[src/hdl/dq_pkg.sv]
// ----------------------------------------------------------------------------
// dq_pkg
// Shared sizes, request codes and the command type of the double-ended queue.
// ----------------------------------------------------------------------------
package dq_pkg;

    // storage
    localparam int DEPTH      = 1024;
    localparam int DATA_WIDTH = 32;
    localparam int IDX_W      = (DEPTH > 1) ? $clog2(DEPTH) : 1;
    localparam int CNT_W      = $clog2(DEPTH + 1);
    localparam int SUM_W      = IDX_W + 1;

    // fixed field widths of the channels
    localparam int KIND_W  = 3;
    localparam int VALUE_W = 32;
    localparam int COUNT_W = 11;

    // command queue between front and back
    localparam int Q_DEPTH = 2;
    localparam int Q_PTR_W = 1;
    localparam int Q_CNT_W = 2;

    typedef enum logic [KIND_W-1:0] {
        KIND_PUSH_BACK  = 3'd0,
        KIND_PUSH_FRONT = 3'd1,
        KIND_PEEK_BACK  = 3'd2,
        KIND_PEEK_FRONT = 3'd3,
        KIND_POP_BACK   = 3'd4,
        KIND_POP_FRONT  = 3'd5,
        KIND_SIZE       = 3'd6
    } t_kind;

    typedef enum logic [1:0] {
        OP_PUSH,
        OP_PEEK,
        OP_POP,
        OP_SIZE
    } t_op;

    typedef struct packed {
        t_op                   op;
        logic                  at_front;
        logic [DATA_WIDTH-1:0] word;
    } t_cmd;

endpackage

[src/hdl/dq_fifo.sv]
// ----------------------------------------------------------------------------
// dq_fifo
// Short command queue that decouples the front from the back.
// ----------------------------------------------------------------------------
module dq_fifo import dq_pkg::*; (
    input  logic i_clk,
    input  logic i_rst_n,
    input  logic i_wr_valid,
    output logic o_wr_ready,
    input  t_cmd i_wr_cmd,
    output logic o_rd_valid,
    input  logic i_rd_ready,
    output t_cmd o_rd_cmd
);

    t_cmd               r_slot [Q_DEPTH];
    logic [Q_PTR_W-1:0] r_wr_ptr, n_wr_ptr;
    logic [Q_PTR_W-1:0] r_rd_ptr, n_rd_ptr;
    logic [Q_CNT_W-1:0] r_fill, n_fill;
    logic               wr_en, rd_en;

    function automatic logic [Q_PTR_W-1:0] ptr_next(input logic [Q_PTR_W-1:0] p);
        return (p == Q_PTR_W'(Q_DEPTH - 1)) ? '0 : p + 1'b1;
    endfunction

    assign o_wr_ready = (r_fill != Q_CNT_W'(Q_DEPTH));
    assign o_rd_valid = (r_fill != '0);
    assign o_rd_cmd   = r_slot[r_rd_ptr];
    assign wr_en      = i_wr_valid && o_wr_ready;
    assign rd_en      = o_rd_valid && i_rd_ready;

    always_comb begin
        n_wr_ptr = wr_en ? ptr_next(r_wr_ptr) : r_wr_ptr;
        n_rd_ptr = rd_en ? ptr_next(r_rd_ptr) : r_rd_ptr;
        n_fill   = r_fill;
        if (wr_en && !rd_en) begin
            n_fill = r_fill + 1'b1;
        end else if (rd_en && !wr_en) begin
            n_fill = r_fill - 1'b1;
        end
    end

    always_ff @(posedge i_clk) begin
        if (!i_rst_n) begin
            r_wr_ptr <= '0;
            r_rd_ptr <= '0;
            r_fill   <= '0;
        end else begin
            r_wr_ptr <= n_wr_ptr;
            r_rd_ptr <= n_rd_ptr;
            r_fill   <= n_fill;
        end
    end

    always_ff @(posedge i_clk) begin
        if (wr_en) begin
            r_slot[r_wr_ptr] <= i_wr_cmd;
        end
    end

`ifndef SYNTH
    a_fill_range: assert property (@(posedge i_clk) disable iff (!i_rst_n)
        r_fill <= Q_CNT_W'(Q_DEPTH))
        else $error("command queue fill out of range");
    a_fill_track: assert property (@(posedge i_clk) disable iff (!i_rst_n)
        (wr_en && !rd_en) |=> (r_fill == $past(r_fill) + 1'b1))
        else $error("command queue fill lost a write");
    a_empty_ptrs: assert property (@(posedge i_clk) disable iff (!i_rst_n)
        (r_fill == '0) |-> (r_wr_ptr == r_rd_ptr))
        else $error("command queue pointers disagree while empty");
`endif

endmodule

[config.mk]
export PLATFORM = sky130hd
export DESIGN_NAME = dq_fifo
export DESIGN_NICKNAME = d
export VERILOG_FILES = /design/src/hdl/dq_pkg.sv /design/src/hdl/dq_fifo.sv
export SDC_FILE = /design/constraint.sdc
export NUM_CORES = 1
export LEC_CHECK = 0
export BUFFER_PORTS_ARGS = -buffer_cell sky130_fd_sc_hd__clkbuf_2
export CAP_MARGIN = 30
export CORE_MARGIN = 5
export CORE_UTILIZATION = 27
export CTS_BUF_LIST = sky130_fd_sc_hd__clkbuf_8
export CTS_CLUSTER_SIZE = 28
export DETAILED_ROUTE_END_ITERATION = 10
export GPL_ROUTABILITY_DRIVEN = 0
export PLACE_DENSITY = 0.45
export SYNTH_ARGS = -nofsm -noshare
export SYNTH_HDL_FRONTEND = slang
export SYNTH_SLANG_ARGS = --single-unit
[constraint.sdc]
create_clock -name i_clk -period 2.04 [get_ports i_clk]
set_input_delay 0.102 -clock i_clk [delete_from_list [all_inputs] [get_ports i_clk]]
set_output_delay 0.102 -clock i_clk [all_outputs]
set_load 0.02 [all_outputs]
### After elaboration in Yosys (flattened, before gate mapping)

Memory sizes are Yosys's and may differ from the RTL's. A register that Yosys moved wholly into a read port is not among the register bits.
Cells that the tools add are included.

| word-level totals | value |
|---|---|
| RAM bits | 70 |
| flip-flop bits (word level) | 4 |
| memories | 1 |
| output and inout port bits | 37 |

Memories:

| memory | words | bits a word | rd ports | clocked after memory_dff | wr ports | line | source |
|---|---|---|---|---|---|---|---|
| r_slot | 2 | 35 | 1 | 1 | 1 | dq_fifo.sv:16 | `t_cmd r_slot [Q_DEPTH];` |

| operators by class | value |
|---|---|
| $add $sub $neg | 4 |
| mux-type cells | 8 |
| equality and inequality tests | 1 |
| reductions and logical operators | 8 |

Operators by type and width:

| kind | number |
|---|---|
| 1-bit two-way mux | 6 |
| 1-bit logical AND | 4 |
| 2-bit two-way mux | 2 |
| 2-bit nonzero test | 2 |
| 1-bit adder (second input constant) | 2 |
| 2-bit by 1-bit adder with 2-bit output (second input constant) | 1 |
| 1-bit zero test | 2 |
| 2-bit != test (second input constant) | 1 |
| 2-bit by 1-bit subtractor with 2-bit output (second input constant) | 1 |

### Longest topological paths before layout

| depth | value |
|---|---|
| depth in word-level cells | 6 |
| depth in mapped cells | 6 |
| mapped depth without buffers | 6 |

### Least setup slack after synthesis

No wires, ideal clock.

| timing | value |
|---|---|
| kind | flip-flop to flip-flop |
| from | reg r_fill[0] |
| to | mem r_slot[1][0] (netlist name) (enable) |
| data required time | 1.644 ns |
| cell stages (with the launch flop) | 3 |
| arrival | 1.504 ns |
| clock period less this slack | 1.899 ns |
| buffers on the path | 0 |
| slack | 0.141 ns |
| setup time | 0.396 ns |
| cell sequence | dfxtp_1 -> nand2b_4 -> and3_1 |

| between the ends | value |
|---|---|
| word-level cells in the longest chain between the ends | 4 |

RTL lines:

| what | line | source |
|---|---|---|
| from (decl) | dq_fifo.sv:19 | `logic [Q_CNT_W-1:0] r_fill, n_fill;` |
| from (signal assigned) | dq_fifo.sv:51 | `r_fill <= n_fill;` |
| 2-bit != test | dq_fifo.sv:26 | `assign o_wr_ready = (r_fill != Q_CNT_W'(Q_DEPTH));` |
| net o_wr_ready | dq_fifo.sv:9 | `output logic o_wr_ready,` |
| 1-bit logical AND | dq_fifo.sv:29 | `assign wr_en = i_wr_valid && o_wr_ready;` |
| 1-bit two-way mux | dq_fifo.sv:56 | `if (wr_en) begin` |
| 1-bit two-way mux (implied by the code) | dq_fifo.sv:57 | `r_slot[r_wr_ptr] <= i_wr_cmd;` |
| to (decl) | dq_fifo.sv:16 |  |

The timed path passes the listed nets, and every way through them passes these cells.

==> results.cfg <==
[die]
num_rows = 37
initial_core_util_pct = 27.21
coreArea_sq_um = 10140
ios = 76
die_h_um = 111.1
die_x_um = 111.1
die_area_sq_um = 12340

[sta]
fin_skew_ns = 0.007285
slew_headroom_pct = 80.95
drv_slew = 0
worst_pin_slew_ns = 0.2858
period_minus_slack_ns = 1.585
hold_violations = 0
finalSetupTns_ns = 0
fin_crit_sh_pct = 77.70
setup_viol = 0
grt_setup_unrepaired = false
timing.fmax_ghz = 0.6309

[yosys]
synth-xor-area-share_pct = 0.9524
ys_async_sr_fraction_pct = 0
synth_seq_cells = 75
synth_compound_gate_area_share_pct = 1.270
synthAdderAreaFrac_pct = 0.4535
synth-edff-count = 70
postSynthAreaPerCell_sq_um = 20.74
synth-simple-area-share_pct = 2.358
synth_top_family_by_area = multiplexers
synth.yosys.warnings = 0
synthMuxAreaShare_pct = 14.29
postSynthCellCount = 133
ys_seq_area_share_pct = 79.82
synth_cell_type_count = 19
netlist_area_sq_um = 2759
ys.flop_type = edfxtp_1
syn-num-nets = 173

[critical_path]
critical_path.max_fanout = 19
startpoint_type = flop
worstPathArrival_ns = 1.48
cp-end-kind = output pin
crit_required_ns = 1.94
crit_type = reg2out

[cells_and_area]
fin_area_sq_um = 3862
antenna_cells = 0
syn_to_final_growth_pct = 40.00
drive_gt1_share_pct = 52.12
num-nets-final = 296

[power_and_ir_drop]
p_leak_nw = 1.466
powerDensity_nw_per_um2 = 1131
finalPower_mw = 4.370
irDropWorstVdd_mv = 0.5535

[grt]
grt_first_pass_wirelength_um = 8707
grt_max_degree = 20
grt_usage_pct = 9.257
grt_pass1_vias = 1799
antenna_found_initial = 0
overflow = 0

[routing]
drc_errors = 0
drtPass1Iterations = 2
vias = 1567
wirelength_um = 5398
antenna_left = 0
via_per_inst = 3.967
drt_iter0_drc = 40
post_drt_wl_per_cell_um = 13.67

[hold_path]
min_path_type = in2reg

[outcome]
status = complete, no violations

[clocking]
cts_buffer_depth = 2
numCtsBuffers = 9
cts_resized = 0
root_buffer = clkbuf_8
cts_sinks = 75
clkTransAtPathRegs_ns = 0.07
clk_latency_ns = 0.34
cts_tree = done
h-tree-depth = 3

[placement]
port_buffers = 75
dp.final_hpwl_um = 3471
place_area_sq_um = 3332

[run]
drv_cap = 0
==> area by class of cell <==
class                           instances  area [sq um]
Fill cell                             963          6276
Sequential cell                        75          2203
Timing Repair Buffer                  116         770.7
Multi-Input combinational cell         53         534.3
Tap cell                              136         170.2
Clock buffer                            9         123.9
Clock inverter                          5         56.30
Inverter                                1         3.754
==> cells in the final DEF, fill, tap and decap left out, types with 2 or more instances in the layout <==
cell           count
dlygate4sd3_1     35
clkinv_2           2
edfxtp_1          70
and2_1             4
buf_4              6
mux2_2            35
clkbuf_2          75
clkbuf_8           9
xnor2_1            2
dfxtp_1            4
==> routing by layer <==
metal,track usage (%),part of all wire (%),up-vias
li1,-,-,763
met1,10.67,43,747
met2,14.93,49,49
met3,4.094,6.2,8
met4,4.055,1.3,0
met5,0,0,-
==> cell usage after synthesis, types with 2 or more instances <==
master,number,share of area (%)
xnor2_1,2,0.64
mux2_2,35,14
dfxtp_1,5,3.6
buf_2,4,0.73
and2_1,4,0.91
edfxtp_1,70,76
==> power breakdown <==
part | switching [mW] | leakage, nW | internal (mW)
Clock | 0.503 | 0.0909 | 0.548
Combinational | 0.762 | 0.680 | 0.572
Sequential | 0.0595 | 0.695 | 1.92
Total | 1.32 | 1.47 | 3.05
==> kinds of logic (layout without fill, tap and decap cells) <==
group	Yosys count	in the layout
XOR/XNOR	3	3
multiplexers	35	35
flip-flops	75	75
AND/OR/NAND/NOR	9	9
adder cells (fa/ha/maj)	1	1
buffers and inverters	5	131
AO/OA/AOI/OAI	5	5
==> flip-flops by register name, summed over array words and instances, names as in the netlist, named ones only <==
register	flops
r_rd_ptr	1
r_slot	70
r_fill	2
r_wr_ptr	1
==> timing repair <==
item,CTS,global route
endpoints found under the hold margin,70,0
setup buffers,0,0
endpoints found under the setup margin,0,0
hold buffers,35,0
==> path summary, 6_finish.rpt <==
kind                                start     endpoint  depth (start not counted)  slack [ns]
worst max-delay path                 flop  o_rd_cmd[2]                          3        0.45
worst min-delay path              i_rst_n         flop                          2        0.04
worst max register to register  r_fill[0]    r_fill[1]                          5        0.48
worst min register to register  r_fill[1]    r_fill[1]                          2        0.56
==> worst max-delay path: stages (launching register included) <==
cell	delay [ns]
dfxtp_2	0.32
buf_4	0.27
mux2_2	0.39
clkbuf_2	0.16
==> metrics by stage <==
stage	hold WS [ns]	utilization, %	instances	setup WS, ns
global placement	0.2919	32.86	346	0.5119
global route	0.03167	38.10	395	0.3463
CTS	0.03104	38.10	395	0.4032
finish	0.04107	38.10	395	0.4549
detailed placement	0.2945	32.86	346	0.4954
floorplan	0.2009	-	133	0.1408
(Power assumes the default switching activity.)
